### src/sv/llhe_pkg.sv
`timescale 1ns / 1ps
package llhe_pkg;

	localparam int unsigned VALUE_W = 64;
	localparam int unsigned TALLY_W = 12;
	localparam int unsigned INDEX_W = 12;

	typedef enum logic [1:0] {
		CMD_ADD   = 2'd0,
		CMD_READ  = 2'd1,
		CMD_VALUE = 2'd2,
		CMD_RANK  = 2'd3
	} cmd_t;

	typedef enum logic [1:0] {
		STAT_OK        = 2'd0,
		STAT_BAD_INDEX = 2'd1,
		STAT_NO_RANK   = 2'd2
	} status_t;

	typedef enum logic [3:0] {
		S_CLEAR,
		S_IDLE,
		S_LOC,
		S_READ,
		S_READ_DATA,
		S_ADD_READ,
		S_ADD_WRITE,
		S_WALK_GROUP,
		S_WALK_BUCKET,
		S_ARITH,
		S_FINISH,
		S_DONE
	} state_t;

	typedef enum logic {
		OP_FRAC,
		OP_MULSHIFT
	} arith_op_t;

endpackage

### src/sv/llhe_locate.sv
`timescale 1ns / 1ps
module llhe_locate #(
	parameter int unsigned GROUP_COUNT = 59,
	parameter int unsigned SUB_BUCKETS = 64,
	localparam int unsigned GW = $clog2(GROUP_COUNT),
	localparam int unsigned SBB = $clog2(SUB_BUCKETS)
) (
	input  logic          clk,
	input  logic          arst_n,
	input  logic          start,
	input  logic [63:0]   value,
	output logic          done,
	output logic [GW-1:0] grp,
	output logic [SBB-1:0] sub,
	output logic          over
);
	import llhe_pkg::*;

	// First stage finds the top set bit of each byte, second stage picks the top byte.
	logic        v_s1;
	logic [63:0] value_s1;
	logic [7:0]  nz_s1;
	logic [2:0]  pos_s1 [8];
	logic        small_s1;

	logic [7:0]  nz_c;
	logic [2:0]  pos_c [8];

	always_comb begin
		for (int b = 0; b < 8; b++) begin
			nz_c[b] = |value[8*b +: 8];
			pos_c[b] = 3'd0;
			for (int p = 0; p < 8; p++) begin
				if (value[8*b + p]) begin
					pos_c[b] = 3'(p);
				end
			end
		end
	end

	always_ff @(posedge clk) begin
		value_s1 <= value;
		nz_s1 <= nz_c;
		small_s1 <= ((value >> SBB) == 64'd0);
		for (int b = 0; b < 8; b++) begin
			pos_s1[b] <= pos_c[b];
		end
	end

	logic [5:0] msb;
	logic [6:0] g7;
	logic [5:0] shamt;
	logic [63:0] shifted;

	always_comb begin
		msb = 6'd0;
		for (int b = 0; b < 8; b++) begin
			if (nz_s1[b]) begin
				msb = {3'(b), pos_s1[b]};
			end
		end
		g7 = 7'(msb) + 7'd1 - 7'(SBB);
		shamt = 6'(g7 - 7'd1);
		shifted = value_s1 >> shamt;
	end

	logic          done_s2;
	logic [GW-1:0] grp_s2;
	logic [SBB-1:0] sub_s2;
	logic          over_s2;

	always_ff @(posedge clk or negedge arst_n) begin
		if (!arst_n) begin
			v_s1 <= 1'b0;
			done_s2 <= 1'b0;
		end else begin
			v_s1 <= start;
			done_s2 <= v_s1;
		end
	end

	always_ff @(posedge clk) begin
		if (small_s1) begin
			grp_s2 <= '0;
			sub_s2 <= value_s1[SBB-1:0];
			over_s2 <= 1'b0;
		end else if (g7 >= 7'(GROUP_COUNT)) begin
			grp_s2 <= GW'(GROUP_COUNT - 1);
			sub_s2 <= SBB'(SUB_BUCKETS - 1);
			over_s2 <= 1'b1;
		end else begin
			grp_s2 <= g7[GW-1:0];
			sub_s2 <= shifted[SBB-1:0];
			over_s2 <= 1'b0;
		end
	end

	assign done = done_s2;
	assign grp = grp_s2;
	assign sub = sub_s2;
	assign over = over_s2;

endmodule

### config.mk
export PLATFORM = sky130hd
export DESIGN_NAME = llhe_locate
export DESIGN_NICKNAME = d
export VERILOG_FILES = /design/src/sv/llhe_pkg.sv /design/src/sv/llhe_locate.sv
export SDC_FILE = /design/constraint.sdc
export NUM_CORES = 1
export LEC_CHECK = 0
export ABC_AREA = 1
export CAP_MARGIN = 5
export CORE_UTILIZATION = 60
export DETAILED_ROUTE_END_ITERATION = 8
export DONT_BUFFER_PORTS = 1
export PLACE_DENSITY = 0.83
export SYNTH_ARGS = -nofsm -noshare
export SYNTH_HDL_FRONTEND = slang
export SYNTH_SLANG_ARGS = --single-unit
### constraint.sdc
create_clock -name clk -period 5.72 [get_ports clk]
set_input_delay 0.286 -clock clk [delete_from_list [all_inputs] [get_ports clk]]
set_output_delay 0.286 -clock clk [all_outputs]
set_load 0.1 [all_outputs]
==> out/qor.csv <==
stage,metric,value,unit
setup_path,timing.critical_path.required,6.03,ns
layout,syn2layout_area_growth,12.17,%
detailed_routing,wl_per_cell,14.51,microns
setup_path,timing.critical_path.to,sub[4],
global_routing,globalRouteMet3Util,7.480,%
setup_path,crit_path_end_kind,register,
layout,utilization,70.29,%
logic_synthesis,synth_warnings,0,
global_routing,grt_most_used_layer,met2,
place,io_buffers,0,
power,power_frac_seq,49.6,%
global_routing,grt-ovfl-total,0,
floorplanning,core,10420,sq um
detailed_routing,ant_nets,0,
power,power_leakage,3.960,nW
place,detailed_place_hpwl,11.84,mm
logic_synthesis,synth_top_cell_area_share,33.74,%
sta,layout_min_cycle_time,3.817,ns
setup_path,worst-path-max-fanout,61,
layout,total_area_of_multi_input_combinational_cells,3555,sq um
detailed_routing,wirelength,18.48,mm
clock_network,tritoncts_clock_tree,built,
logic_synthesis,synthesis.nets,1168,
setup_path,cp_slowest_cell,nand2_2,
power,p_sw,0.7606,mW
logic_synthesis,post_synth_instance_area,6528,sq um
global_routing,grt_max_degree,69,
setup_path,setup.worst_path.start,nz_s1[3],
logic_synthesis,synth.area.top_cells,"dfxtp_1 34%, nand2_1 29%, nand3_1 14%, inv_1 6.3%, nor2_1 3.3%",
detailed_routing,detailroute.via_count,6915,
sta,finalMaxSlewViolations,0,
global_routing,grt_antenna_before_repair,0,
place,dpl_worst_slack,1.976,ns
clock_network,cts_root_buf,clkbuf_8,
logic_synthesis,synth_area_per_inst,5.945,sq um
layout,num-nets-final,1204,
clock_network,clk_latency,0.40,ns
sta,setup_violations,0,
detailed_routing,dr.first_iter.drc_count,799,
sta,timing_worst_slew_pin_value,1.083,ns
detailed_routing,viasPerCell,5.428,
setup_path,path_buf_inv,4,
global_routing,gr-usage-all-layers,33.51,%
sta,final_worst_path_period_share,66.73,%
setup_path,cpPeakStageDelay,0.81,ns
setup_path,worst_r2r_endpoint,sub[4],
place,gp_congestion,0.8877,
logic_synthesis,register_bit_count_reported_by_yosys,112,
power,combinationalPowerShare,26.4,%
layout,fillCellCount,865,
clock_network,htreeDepth,3,
clock_network,cts_sinks,112,
logic_synthesis,synth_seq_area_share,34.50,%
clock_network,post_cts.repair.setup_buffers,0,
setup_path,critPathTopFamily,simple AND/OR/NAND/NOR gates,
sta,hold_viol,0,
sta,setup_total_negative_slack,0,ns
detailed_routing,first_pass_iters,6,
global_routing,groute.layer.met2.usage,52.83,%
logic_synthesis,postSynthCellCount,1098,
clock_network,clk_transition_reported_paths,0.11,ns
floorplanning,die_y,106.3,microns
layout,drive_above_1_share,4.482,%
layout,inserted_diodes,0,
power,power-per-cell-area,266.2,nW/um^2
sta,maxClockFrequency,262.0,MHz
setup_path,worstPathArrival,4.13,ns
clock_network,cts_inserted_buffers,9,
hold_path,hold_path.class,in -> reg,
floorplanning,die_outline_width,106.3,microns
floorplanning,boundaryPins,81,
setup_path,worstSetupStartpointType,register,
power,power_frac_clock,24.1,%
power,vdd_ir_drop_max,0.0003242,V
hold_path,hold_depth,2,
global_routing,met1_usage,45.24,%
layout,register_area,2252,sq um
setup_path,crit-reg2reg-launch,nz_s1[3],
setup_path,worstPathCellList,"inv_2, nand3_1, nand2_1, inv_1, nand3_1, nand2_1, nand2_1, a21oi_1, ha_1, inv_1, nand3_1, nand2_2, nand2_1, nand3_1, nand2_1, nand2_1, nand2_1, nand2_1, nand2_1, nand2_1, nand3_1, nand2_1, inv_1",
run,timing.max_cap.violations,0,
floorplanning,die_outline_area,11300,sq um
setup_path,worst_r2r_path_depth,23,
setup_path,crit_path_frequent_cell,nand2_1,
outcome,run_status,completed,
sta,grt_setup_unrepaired,no,
sta,skew,0.01045,ns
detailed_routing,drc_errors,0,
setup_path,path_depth,23,
power,internal_power,1.189,mW
floorplanning,placement_rows,37,
power,switching_part_of_the_total,39.02,%
setup_path,regToRegSetupSlack,1.90,ns
sta,postLayoutSetupSlackWorst,1.903,ns
setup_path,critPathKind,reg -> reg,
global_routing,grt_pass1_vias,6224,
logic_synthesis,synth_cell_types,31,
clock_network,clk_path_buf_depth,2,
global_routing,grt_pass1_wl,29.67,mm
sta,slew_headroom,27.51,%
logic_synthesis,synthDominantAreaCellType,dfxtp_1,
floorplanning,initial_utilization,62.67,%
how the worst min path moves through the flow:
stage               startpoint            to
floorplan               arst_n          done
global placement        arst_n          v_s1
detailed placement      arst_n          v_s1
CTS                   value[3]      nz_s1[0]
global route         value[23]  pos_s1[0][7]
finish                value[4]  pos_s1[0][2]
power groups by stage:
stage                     combinational (mW)  sequential (mW)  clock (mW)
final                                  0.514            0.967       0.469
after global routing                   0.584            0.971       0.503
after CTS                              0.499            0.965       0.460
after detailed placement               0.459            0.984           0
after global placement                 0.457            0.983           0
after floorplan                        0.395            0.975           0
flip-flops by register name (all words and copies together), names as in the netlist:
signal and count:
value_s1 64, pos_s1 24, nz_s1 8, grp 6, sub 6, done 1, over 1, small_s1 1
v_s1 1
stage by stage:
step                      cells  power [mW]  hold slack, ns  instance area (sq um)
after floorplan            1098       1.370       -0.009591                   6528
after global placement     1188       1.440       -0.009554                   6431
after detailed placement   1188       1.442       -0.009557                   6431
after CTS                  1269       1.924        0.001507                   7272
after global routing       1274       2.058        0.002357                   7322
final                      1274       1.949         0.01160                   7322
cell usage in the layout, fill, tap and decap left out, types with 9 or more instances in the layout:
| master | Yosys | final |
|---|---|---|
| nor2_1 | 58 | 58 |
| clkbuf_8 | 0 | 10 |
| nand3_1 | 186 | 186 |
| o21bai_1 | 9 | 9 |
| nand2_1 | 499 | 499 |
| inv_1 | 109 | 109 |
| dfxtp_1 | 110 | 110 |
| a21oi_1 | 16 | 16 |
| dlygate4sd3_1 | 0 | 71 |
| nand2_2 | 16 | 16 |
cells in the mapped netlist:
cell and number:
buf_4 9, nand2_4 1, clkbuf_1 3, o22ai_1 1
nand3_1 186, ha_1 3, or4_1 2, a21boi_4 1
nor3_1 7, nand3_2 1, nand2_2 16, nand3b_1 1
a22o_1 1, nand4_1 4, nand2_1 499, a21oi_1 16
dfxtp_1 110, o21ai_1 1, a22oi_4 1, buf_2 33
nor2_1 58, a21oi_2 1, clkinv_1 1, inv_2 5
inv_1 109, o21ai_0 5, dfrtp_1 2, buf_6 4
o21bai_1 9, or2_2 5, nor2_2 3
cells by family after synthesis:
| logic type | share of synthesized area [%] |
|---|---|
| buffers and inverters | 11.04 |
| AND/OR/NAND/NOR | 50.18 |
| flip-flops | 34.50 |
| AO/OA/AOI/OAI | 3.699 |
| adder cells (fa/ha/maj) | 0.5751 |
layer usage:
| layer | routed length (microns) | vias up | part of all wire [%] |
|---|---|---|---|
| li1 | - | 3459 | - |
| met1 | 8084 | 3100 | 44 |
| met2 | 8342 | 321 | 45 |
| met3 | 1660 | 35 | 9.0 |
| met4 | 395 | 0 | 2.1 |
| met5 | 0 | - | 0 |
layout make-up:
class                   instances  area share [%]
multi-input cells             822           48.55
flip-flops and latches        112           30.76
repair buffers                 74           10.01
well taps                     136           2.324
clock buffers                  11           1.931
clock inverters                 4          0.5297
inverters                     115           5.895
what timing repair did:
| item | 4_1_cts | 5_1_grt |
|---|---|---|
| hold buffers | 66 | 5 |
| hold endpoints to repair | 81 | 4 |
| gates resized for setup | 0 | 0 |
No activity file was read; power rests on OpenSTA's default activity.
