`config.mk`:
```
export PLATFORM = sky130hd
export DESIGN_NAME = llhe_arith
export DESIGN_NICKNAME = d
export VERILOG_FILES = /design/src/sv/llhe_pkg.sv /design/src/sv/llhe_arith.sv
export SDC_FILE = /design/constraint.sdc
export NUM_CORES = 1
export LEC_CHECK = 0
export BUFFER_PORTS_ARGS = -buffer_cell sky130_fd_sc_hd__buf_2
export CORE_UTILIZATION = 49
export CTS_CLUSTER_SIZE = 24
export DETAILED_ROUTE_END_ITERATION = 8
export PLACE_DENSITY_LB_ADDON = 0.05
export SLEW_MARGIN = 20
export SYNTH_ARGS = -nofsm -noshare
export SYNTH_HDL_FRONTEND = slang
export SYNTH_SLANG_ARGS = --single-unit
```
`constraint.sdc`:
```
create_clock -name clk -period 12.4 [get_ports clk]
set_input_delay 0.62 -clock clk [delete_from_list [all_inputs] [get_ports clk]]
set_output_delay 0.62 -clock clk [all_outputs]
set_load 0.1 [all_outputs]
```
`src/sv/llhe_pkg.sv`:
```
`timescale 1ns / 1ps
package llhe_pkg;

	localparam int unsigned VALUE_W = 64;
	localparam int unsigned TALLY_W = 12;
	localparam int unsigned INDEX_W = 12;

	typedef enum logic [1:0] {
		CMD_ADD   = 2'd0,
		CMD_READ  = 2'd1,
		CMD_VALUE = 2'd2,
		CMD_RANK  = 2'd3
	} cmd_t;

	typedef enum logic [1:0] {
		STAT_OK        = 2'd0,
		STAT_BAD_INDEX = 2'd1,
		STAT_NO_RANK   = 2'd2
	} status_t;

	typedef enum logic [3:0] {
		S_CLEAR,
		S_IDLE,
		S_LOC,
		S_READ,
		S_READ_DATA,
		S_ADD_READ,
		S_ADD_WRITE,
		S_WALK_GROUP,
		S_WALK_BUCKET,
		S_ARITH,
		S_FINISH,
		S_DONE
	} state_t;

	typedef enum logic {
		OP_FRAC,
		OP_MULSHIFT
	} arith_op_t;

endpackage

```
`src/sv/llhe_arith.sv`:
```
`timescale 1ns / 1ps
module llhe_arith #(
	parameter int unsigned CW = 64,
	parameter int unsigned KW = 6
) (
	input  logic                 clk,
	input  logic                 arst_n,
	input  logic                 start,
	input  llhe_pkg::arith_op_t  op,
	input  logic [CW-1:0]        a,
	input  logic [CW-1:0]        c,
	input  logic [63:0]          d,
	input  logic [KW-1:0]        k,
	output logic                 done,
	output logic [63:0]          result
);
	import llhe_pkg::*;

	// One bit per cycle. The fraction step keeps a remainder below the count;
	// the multiply step adds the count under each bit of d and halves.
	logic          busy_q;
	logic [KW-1:0] step_q;
	arith_op_t     op_q;
	logic [CW-1:0] c_q;
	logic [CW-1:0] rem_q;
	logic [63:0]   bits_q;

	logic [CW-1:0] diff;
	logic [CW:0]   sum;

	assign diff = c_q - rem_q;
	assign sum = {1'b0, rem_q} + (bits_q[0] ? {1'b0, c_q} : '0);

	always_ff @(posedge clk or negedge arst_n) begin
		if (!arst_n) begin
			busy_q <= 1'b0;
			step_q <= '0;
		end else if (start) begin
			busy_q <= 1'b1;
			step_q <= k;
		end else if (busy_q) begin
			if (step_q == '0) begin
				busy_q <= 1'b0;
			end else begin
				step_q <= step_q - KW'(1);
			end
		end
	end

	always_ff @(posedge clk) begin
		if (start) begin
			op_q <= op;
			c_q <= c;
			if (op == OP_FRAC) begin
				rem_q <= a;
				bits_q <= '0;
			end else begin
				rem_q <= '0;
				bits_q <= d;
			end
		end else if (busy_q && step_q != '0) begin
			if (op_q == OP_FRAC) begin
				if (rem_q >= diff) begin
					rem_q <= rem_q - diff;
					bits_q <= {bits_q[62:0], 1'b1};
				end else begin
					rem_q <= rem_q << 1;
					bits_q <= {bits_q[62:0], 1'b0};
				end
			end else begin
				rem_q <= sum[CW:1];
				bits_q <= bits_q >> 1;
			end
		end
	end

	assign done = busy_q && (step_q == '0);
	assign result = (op_q == OP_FRAC) ? bits_q : 64'(rem_q);

endmodule

```
==> results.json, run 1 <==
{
  "status": "finished, final reports clean",
  "synthArstFlopShare_pct": 3.50,
  "synthMuxAreaShare_pct": 6.56,
  "clk_pin_slew_worst_paths_ns": 0.08,
  "grt_pass1_vias": 20100,
  "crit_required_ns": 12.68,
  "relSlewSlack_pct": 18.8,
  "use_met2_pct": 54.7,
  "slew_viol_final": 0,
  "synthCells": 2648,
  "grt_pass1_wl_mm": 116,
  "reg2reg_from": "c_q[0]$_DFFE_PP_",
  "grt-ovfl-total": 0,
  "seqCellArea_um2": 5970,
  "crit_end": "rem_q[59]$_DFFE_PP_",
  "synth-edff-count": 193,
  "drc": 0,
  "wl_per_cell_um": 22.7,
  "fin_setup_tns_ns": 0,
  "ioPinCount": 267,
  "port_buffers": 266,
  "tightest_slew_ns": 1.21,
  "pre_cts_slack_ns": 5.02,
  "dieWidth_um": 213,
  "initial_utilization_pct": 50.2,
  "cts_tree": "built",
  "cts_max_level": 4,
  "synthAdderAreaFrac_pct": 11.3,
  "cp_data_arrival_time_ns": 7.88,
  "synth_nets": 3045,
  "crit_slowest_cell": "a211oi_2",
  "setup_slack_ns": 4.80,
  "reg2reg_depth": 26,
  "diodes": 0,
  "routed_wl_mm": 77.2,
  "core-area_um2": 43500,
  "r2r_setup_slack_ns": 4.80,
  "finalCriticalPeriod_ns": 7.60,
  "ys_seq_area_share_pct": 27.4,
  "numCtsBuffers": 17,
  "n_fill_cell": 4148,
  "synth_compound_area_share_pct": 26.4,
  "die_y_um": 213,
  "critical_path_class": "reg2reg",
  "final_net_count": 3201,
  "syn_avg_cell_area_um2": 8.24,
  "root_buffer": "clkbuf_16",
  "regToRegEndpoint": "rem_q[59]$_DFFE_PP_",
  "gp_congestion": 1.02,
  "ys_ff_latch": 200,
  "multiInputGateArea_um2": 14800,
  "drtAntennaViolNets": 0,
  "antenna_found_initial": 2,
  "clock_sinks": 200,
  "cp-start-kind": "flop",
  "std_cell_rows": 76,
  "dpl.hpwl_mm": 59.7,
  "synthToLayoutAreaGrowth_pct": 10.2,
  "max_stage_delay_ns": 0.56,
  "finalCritPeriodShare_pct": 61.3,
  "routed_via_density": 6.24,
  "maxCapViolCount": 0,
  "drt_iter0_drc": 2190,
  "dieArea_um2": 45400,
  "synth_simple_gate_area_share_pct": 16.2,
  "track_usage_pct": 33.8,
  "drive_gt1_share_pct": 14.4,
  "worstSetupEndpointType": "flop",
  "synth-xor-area-share_pct": 7.31,
  "insertion_delay_ns": 0.52,
  "cp_max_fo": 37,
  "use_met1_pct": 45.5,
  "final_hold_viol_count": 0,
  "crit_start": "c_q[0]$_DFFE_PP_",
  "finalSetupViolCount": 0,
  "cts.path.max_buffers": 2,
  "whs_ns": 0.274,
  "post-route-util_pct": 55.3,
  "drtPass1Iterations": 6,
  "ys_types": 82,
  "synth_top_family_by_area": "compound AO/OA/AOI/OAI gates",
  "fmax_mhz": 132,
  "syn-cell-area_um2": 21800,
  "grt_max_degree": 79,
  "min_path_type": "in2reg",
  "ys_warn_count": 0,
  "layout_commonest_cell": "nand2_1",
  "num_vias": 21200,
  "finClkSkew_ns": 0.0164,
  "synthFlopType": "edfxtp_1",
  "busiest_layer": "met2",
  "mostFrequentLayoutCells": "293 x nand2_1, 271 x o21ai_0, 266 x a21oi_1, 265 x buf_2, 193 x edfxtp_1",
  "grt_use_met3_pct": 4.25,
  "rsz0062_at_grt": "false"
}
==> cells in the mapped netlist (64+ instances only) <==
library cell / count / area, µm²
inv_1: 123 / 462
ha_1: 192 / 2400
and2_1: 76 / 475
a21o_1: 101 / 758
xor2_1: 68 / 596
o21ai_0: 271 / 1360
edfxtp_1: 193 / 5800
a21oi_1: 266 / 1330
nor2_1: 132 / 495
nand2_1: 293 / 1100
mux2i_1: 71 / 711
nand4_1: 68 / 425
clkbuf_1: 109 / 409
mux2_2: 64 / 721
xnor2_1: 114 / 998
==> how the worst min path moves through the flow <==
stage | endpoint | depth (start not counted) | slack (ns) | start
after floorplan | busy_q$_DFF_PN0_ | 0 | 0.32 | arst_n
after global placement | step_q[5]$_DFFE_PN0P_ | 1 | 0.46 | arst_n
after detailed placement | step_q[5]$_DFFE_PN0P_ | 1 | 0.46 | arst_n
after CTS | c_q[58]$_DFFE_PP_ | 1 | 0.24 | c[58]
after global routing | c_q[7]$_DFFE_PP_ | 1 | 0.26 | c[7]
final | c_q[9]$_DFFE_PP_ | 1 | 0.27 | c[9]
==> worst max-delay path, delay by kind of cell (launching register included) <==
family / cells / cell delay (ns)
AO/OA/AOI/OAI: 15 / 4.06
AND/OR/NAND/NOR: 5 / 1.38
adder cells (fa/ha/maj): 3 / 1.01
flip-flops: 1 / 0.46
buffers and inverters: 3 / 0.42
==> cells by family after synthesis <==
group	after synthesis
flip-flops	200
multiplexers	135
AND/OR/NAND/NOR	745
XOR/XNOR	182
buffers and inverters	269
adder cells (fa/ha/maj)	195
AO/OA/AOI/OAI	922
==> metal layers <==
metal	vias up	routed length, µm
li1	10100	-
met1	10100	34100
met2	876	35700
met3	137	4980
met4	0	2470
met5	-	0
==> state kept, by name (all words and copies together) (netlist names) <==
register  flops
rem_q        64
bits_q       64
op_q          1
busy_q        1
step_q        6
c_q          64
==> area by class of cell <==
| type | count | area share [%] |
|---|---|---|
| tap | 585 | 3.04 |
| sequential | 200 | 24.8 |
| timing repair buffer | 282 | 6.07 |
| multi-input combinational | 2179 | 61.6 |
| inverter | 124 | 1.94 |
| clock inverter | 15 | 0.713 |
| clock buffer | 17 | 1.77 |
==> timing repair <==
item | in CTS | in global routing
gates resized for setup | 0 | 0
hold buffers | 1 | 0
setup buffers | 0 | 0
setup endpoints to repair | 0 | 0
endpoints found under the hold margin | 7 | 0
==> per-stage QoR <==
step           std cells  instance area [µm²]
2_1_floorplan       2648                21800
5_1_grt             3402                24000
3_5_place_dp        3369                23400
3_3_place_gp        3369                23400
6_report            3402                24000
4_1_cts             3402                24000
Power of run 1 is left out: the tool's default activity adds up to more than one toggle a clock period on the data nets, which glitch-free logic cannot reach.
==> inputs of run 2 (changes only) <==
clock period = 6.7 ns   (was 12.4 ns; I/O delays follow)
==> run 2 against run 1 <==
Sequential share of layout area shrank 1.7 points. Core utilization grew 4.0 points. Critical endpoint unchanged. Largest cell class unchanged. Die area is the same. Wire length grew 0.87%. Highest routed layer unchanged. Final cell count grew 5.3%. Global-route usage grew 0.081 points.
==> results.json, run 2 (synthesis gave the netlist of run 1 again) <==
{
  "status": "finished, final reports clean",
  "final_hold_viol_count": 0,
  "dp.cells": 3466,
  "cts_tree": "built",
  "dieWidth_um": 213,
  "cp_max_fo": 5,
  "grt_max_degree": 138,
  "final_net_count": 3380,
  "port_buffers": 266,
  "drtPass1Iterations": 8,
  "finalCriticalPeriod_ns": 6.37,
  "synthToLayoutAreaGrowth_pct": 18.3,
  "track_usage_pct": 33.8,
  "std_cell_rows": 76,
  "clock_sinks": 200,
  "crit_slowest_cell": "edfxtp_1",
  "core-area_um2": 43500,
  "routed_via_density": 6.10,
  "slew_viol_final": 0,
  "mostFrequentLayoutCells": "293 x nand2_1, 269 x o21ai_0, 265 x a21oi_1, 265 x buf_2, 193 x edfxtp_1",
  "maxCapViolCount": 0,
  "fmax_mhz": 157,
  "min_path_type": "in2reg",
  "drtAntennaViolNets": 0,
  "cts_max_level": 4,
  "tightest_slew_ns": 1.11,
  "finalSetupViolCount": 0,
  "insertion_delay_ns": 0.53,
  "wl_per_cell_um": 21.8,
  "grt_pass1_vias": 21000,
  "drc": 0,
  "relSlewSlack_pct": 25.5,
  "initial_utilization_pct": 50.2,
  "num_vias": 21800,
  "clk_pin_slew_worst_paths_ns": 0.08,
  "layout_commonest_cell": "nand2_1",
  "routed_wl_mm": 77.9,
  "drive_gt1_share_pct": 17.6,
  "dpl.hpwl_mm": 60.4,
  "cts.path.max_buffers": 2,
  "crit_required_ns": 6.98,
  "cp-start-kind": "flop",
  "ioPinCount": 267,
  "gp_congestion": 0.973,
  "largest_registers": "bits_q: 64 flops, c_q: 64 flops, rem_q: 64 flops",
  "diodes": 0,
  "critPathMostFrequentCell": "buf_4",
  "finClkSkew_ns": 0.0156,
  "drt_iter0_drc": 2107,
  "max_stage_delay_ns": 0.41,
  "worstSetupEndpointType": "flop",
  "finalCritPeriodShare_pct": 95.0,
  "numCtsBuffers": 17,
  "die_y_um": 213,
  "post-route-util_pct": 59.4,
  "grt_pass1_wl_mm": 117,
  "cp_data_arrival_time_ns": 6.65,
  "dieArea_um2": 45400,
  "root_buffer": "clkbuf_16",
  "final_cells": 3581,
  "antenna_found_initial": 0,
  "grt-ovfl-total": 0,
  "critical_path_class": "reg2reg"
}
==> run 2: routing by layer <==
layer  GRT usage [%]  routed length, µm  vias up
met1            44.3              34300    10400
met4            13.7               2560        0
met5               0                  0        -
li1                -                  -    10400
met3            5.35               4870      147
met2            55.4              36200      816
==> run 2: final cells by class <==
cell class,count,area (µm²)
fillers,3947,17700
multi-input cells,2179,14900
flip-flops and latches,200,5970
repair buffers,461,3060
well taps,585,732
inverters,124,465
clock buffers,18,429
clock inverters,14,236
==> run 2: final timing paths <==
check                                        end             startpoint  depth (start not counted)  slack (ns)
max                          rem_q[59]$_DFFE_PP_       c_q[0]$_DFFE_PP_                         31        0.33
min                        step_q[0]$_DFFE_PN0P_                   k[0]                          3        0.03
max reg2reg                  rem_q[59]$_DFFE_PP_       c_q[0]$_DFFE_PP_                         31        0.33
min reg2reg                step_q[5]$_DFFE_PN0P_  step_q[5]$_DFFE_PN0P_                          2        0.61
max in group asynchronous  step_q[1]$_DFFE_PN0P_                 arst_n                          2        6.35
min in group asynchronous  step_q[5]$_DFFE_PN0P_                 arst_n                          2        0.18
==> run 2: timing repair <==
item	CTS	global route
resized for setup	0	17
endpoints found under the hold margin	74	0
endpoints found under the setup margin	0	65
setup buffers	0	14
hold buffers	68	0
==> run 2: per-stage QoR <==
stage	cell area [µm²]	setup TNS (ns)	hold slack, ns	setup slack [ns]
2_1_floorplan	21800	0	0.0394	0.986
6_report	25800	0	0.0346	0.335
3_5_place_dp	24200	0	0.179	0.0704
5_1_grt	25800	-0.00521	0.0373	-0.00521
4_1_cts	25600	0	0.00464	0.0208
3_3_place_gp	24200	0	0.174	0.0866
==> run 2: critical path: cells and delay by family (launching register included) <==
kind	cells	cell delay (ns)
compound gates	15	3.24
xor+xnor	1	0.15
fa+ha+maj	3	0.82
buf+inv	6	0.76
flops	1	0.41
simple gates	6	0.74
Power of run 2 is left out for the same reason.
==> inputs of run 3 (changes only) <==
CTS_BUF_LIST = sky130_fd_sc_hd__clkbuf_2 sky130_fd_sc_hd__clkbuf_4 sky130_fd_sc_hd__clkbuf_8   (was default)
==> run 3 against run 2 <==
Global-route usage rose by 0.70 points. Critical path depth stayed put. Wire length up 2.1%. Flip-flop and latch count is the same. Final cell count is 2.6% higher. Non-clock buffer count is 92 higher. Worst setup slack got worse by 0.0017 ns. Core utilization grew 1.7 points. Clock skew grew 0.012 ns. Clock-buffer cell count did not move. Critical endpoint unchanged.
==> results.json, run 3 (synthesis gave the netlist of run 1 again) <==
{
  "tightest_slew_ns": 1.11,
  "mostFrequentLayoutCells": "293 x nand2_1, 269 x o21ai_0, 265 x a21oi_1, 265 x buf_2, 193 x edfxtp_1",
  "drtPass1Iterations": 6,
  "cp_data_arrival_time_ns": 6.75,
  "dpl.hpwl_mm": 60.4,
  "slew_viol_final": 0,
  "ioPinCount": 267,
  "drt_iter0_drc": 2243,
  "reg2reg_depth": 31,
  "cts.path.max_buffers": 2,
  "max_stage_delay_ns": 0.42,
  "num_vias": 22400,
  "crit_start": "c_q[0]$_DFFE_PP_",
  "dp.cells": 3466,
  "worstSetupEndpointType": "flop",
  "min_path_type": "in2reg",
  "r2r_setup_slack_ns": 0.33,
  "relSlewSlack_pct": 25.5,
  "antenna_found_initial": 0,
  "finClkSkew_ns": 0.0274,
  "status": "finished, final reports clean",
  "n_fill_cell": 3845,
  "synthToLayoutAreaGrowth_pct": 21.6,
  "std_cell_rows": 76,
  "reg2reg_from": "c_q[0]$_DFFE_PP_",
  "crit_slowest_cell": "edfxtp_1",
  "grt_max_degree": 138,
  "insertion_delay_ns": 0.62,
  "finalSetupViolCount": 0,
  "finalCriticalPeriod_ns": 6.37,
  "fin_setup_tns_ns": 0,
  "cts_tree": "built",
  "crit_required_ns": 7.08,
  "drtAntennaViolNets": 0,
  "grt_pass1_wl_mm": 120,
  "maxCapViolCount": 0,
  "dieWidth_um": 213,
  "root_buffer": "clkbuf_8",
  "routed_wl_mm": 79.6,
  "track_usage_pct": 34.5,
  "critPathMostFrequentCell": "buf_4",
  "initial_utilization_pct": 50.2,
  "diodes": 0,
  "fmax_mhz": 157,
  "critical_path_class": "reg2reg",
  "wl_per_cell_um": 21.7,
  "crit_end": "rem_q[59]$_DFFE_PP_",
  "port_buffers": 266,
  "numCtsBuffers": 17,
  "core-area_um2": 43500,
  "drive_gt1_share_pct": 17.1,
  "cp_max_fo": 5,
  "final_net_count": 3472,
  "cts_max_level": 4,
  "largest_registers": "bits_q: 64 flops, c_q: 64 flops, rem_q: 64 flops",
  "finalCritPeriodShare_pct": 95.0,
  "die_y_um": 213,
  "clk_pin_slew_worst_paths_ns": 0.11,
  "routed_via_density": 6.09,
  "clock_sinks": 200,
  "dieArea_um2": 45400,
  "grt_pass1_vias": 21500,
  "layout_commonest_cell": "nand2_1",
  "regToRegEndpoint": "rem_q[59]$_DFFE_PP_",
  "final_cells": 3673,
  "drc": 0,
  "gp_congestion": 0.973,
  "grt-ovfl-total": 0,
  "final_hold_viol_count": 0,
  "cp-start-kind": "flop"
}
==> run 3: cell types whose count changed in the layout (fill, tap and decap cells not counted) <==
cell           before  now
clkbuf_4            0    1
clkbuf_16          18    1
clkbuf_1            1    0
clkbuf_8            0   17
dlygate4sd3_1      68  160
==> run 3: layout make-up <==
cell class	instances	area (µm²)	area share [%]
sequential	200	5970	22.5
tap	585	732	2.76
clock buffer	18	241	0.910
clock inverter	14	236	0.891
inverter	124	465	1.75
multi-input combinational	2179	14900	56.2
timing repair buffer	553	3990	15.0
==> run 3: worst min path at each step <==
stage	depth (start not counted)	slack [ns]	end	startpoint
4_1_cts	3	0.00006	bits_q[60]$_DFFE_PP_	d[60]
5_1_grt	3	0.03	bits_q[7]$_DFFE_PP_	d[7]
3_5_place_dp	1	0.18	step_q[3]$_DFFE_PN0P_	arst_n
2_1_floorplan	0	0.04	busy_q$_DFF_PN0_	arst_n
3_3_place_gp	1	0.17	step_q[5]$_DFFE_PN0P_	arst_n
6_report	3	0.04	rem_q[1]$_DFFE_PP_	a[1]
==> run 3: worst max-delay path: cells and delay by family, from the launching register on <==
family,cells,cell delay (ns)
compound gates,15,3.26
fa+ha+maj,3,0.82
buf+inv,6,0.75
simple gates,6,0.75
flops,1,0.42
xor+xnor,1,0.15
==> run 3: through the flow <==
step	utilization (%)	hold WS, ns	setup slack (ns)	area [µm²]
floorplan	-	0.0394	0.986	21800
finish	61.0	0.0356	0.333	26500
global placement	55.7	0.174	0.0866	24200
detailed placement	55.7	0.179	0.0704	24200
CTS	60.5	0.0000600	0.0217	26300
global route	61.0	0.0264	-0.00630	26500
==> run 3: per-layer routing <==
layer,up-vias,GRT usage [%],share of wire [%]
met5,-,0,0
met4,0,14.1,3.6
met3,171,4.54,6.1
met2,880,57.1,47
met1,10700,45.3,44
li1,10600,-,-
==> run 3: repair_timing <==
action / in CTS / in global routing
resized for setup: 0 / 17
setup buffers: 0 / 14
setup endpoints to repair: 0 / 65
endpoints found under the hold margin: 166 / 0
hold buffers: 160 / 0
Power of run 3 is left out for the same reason.
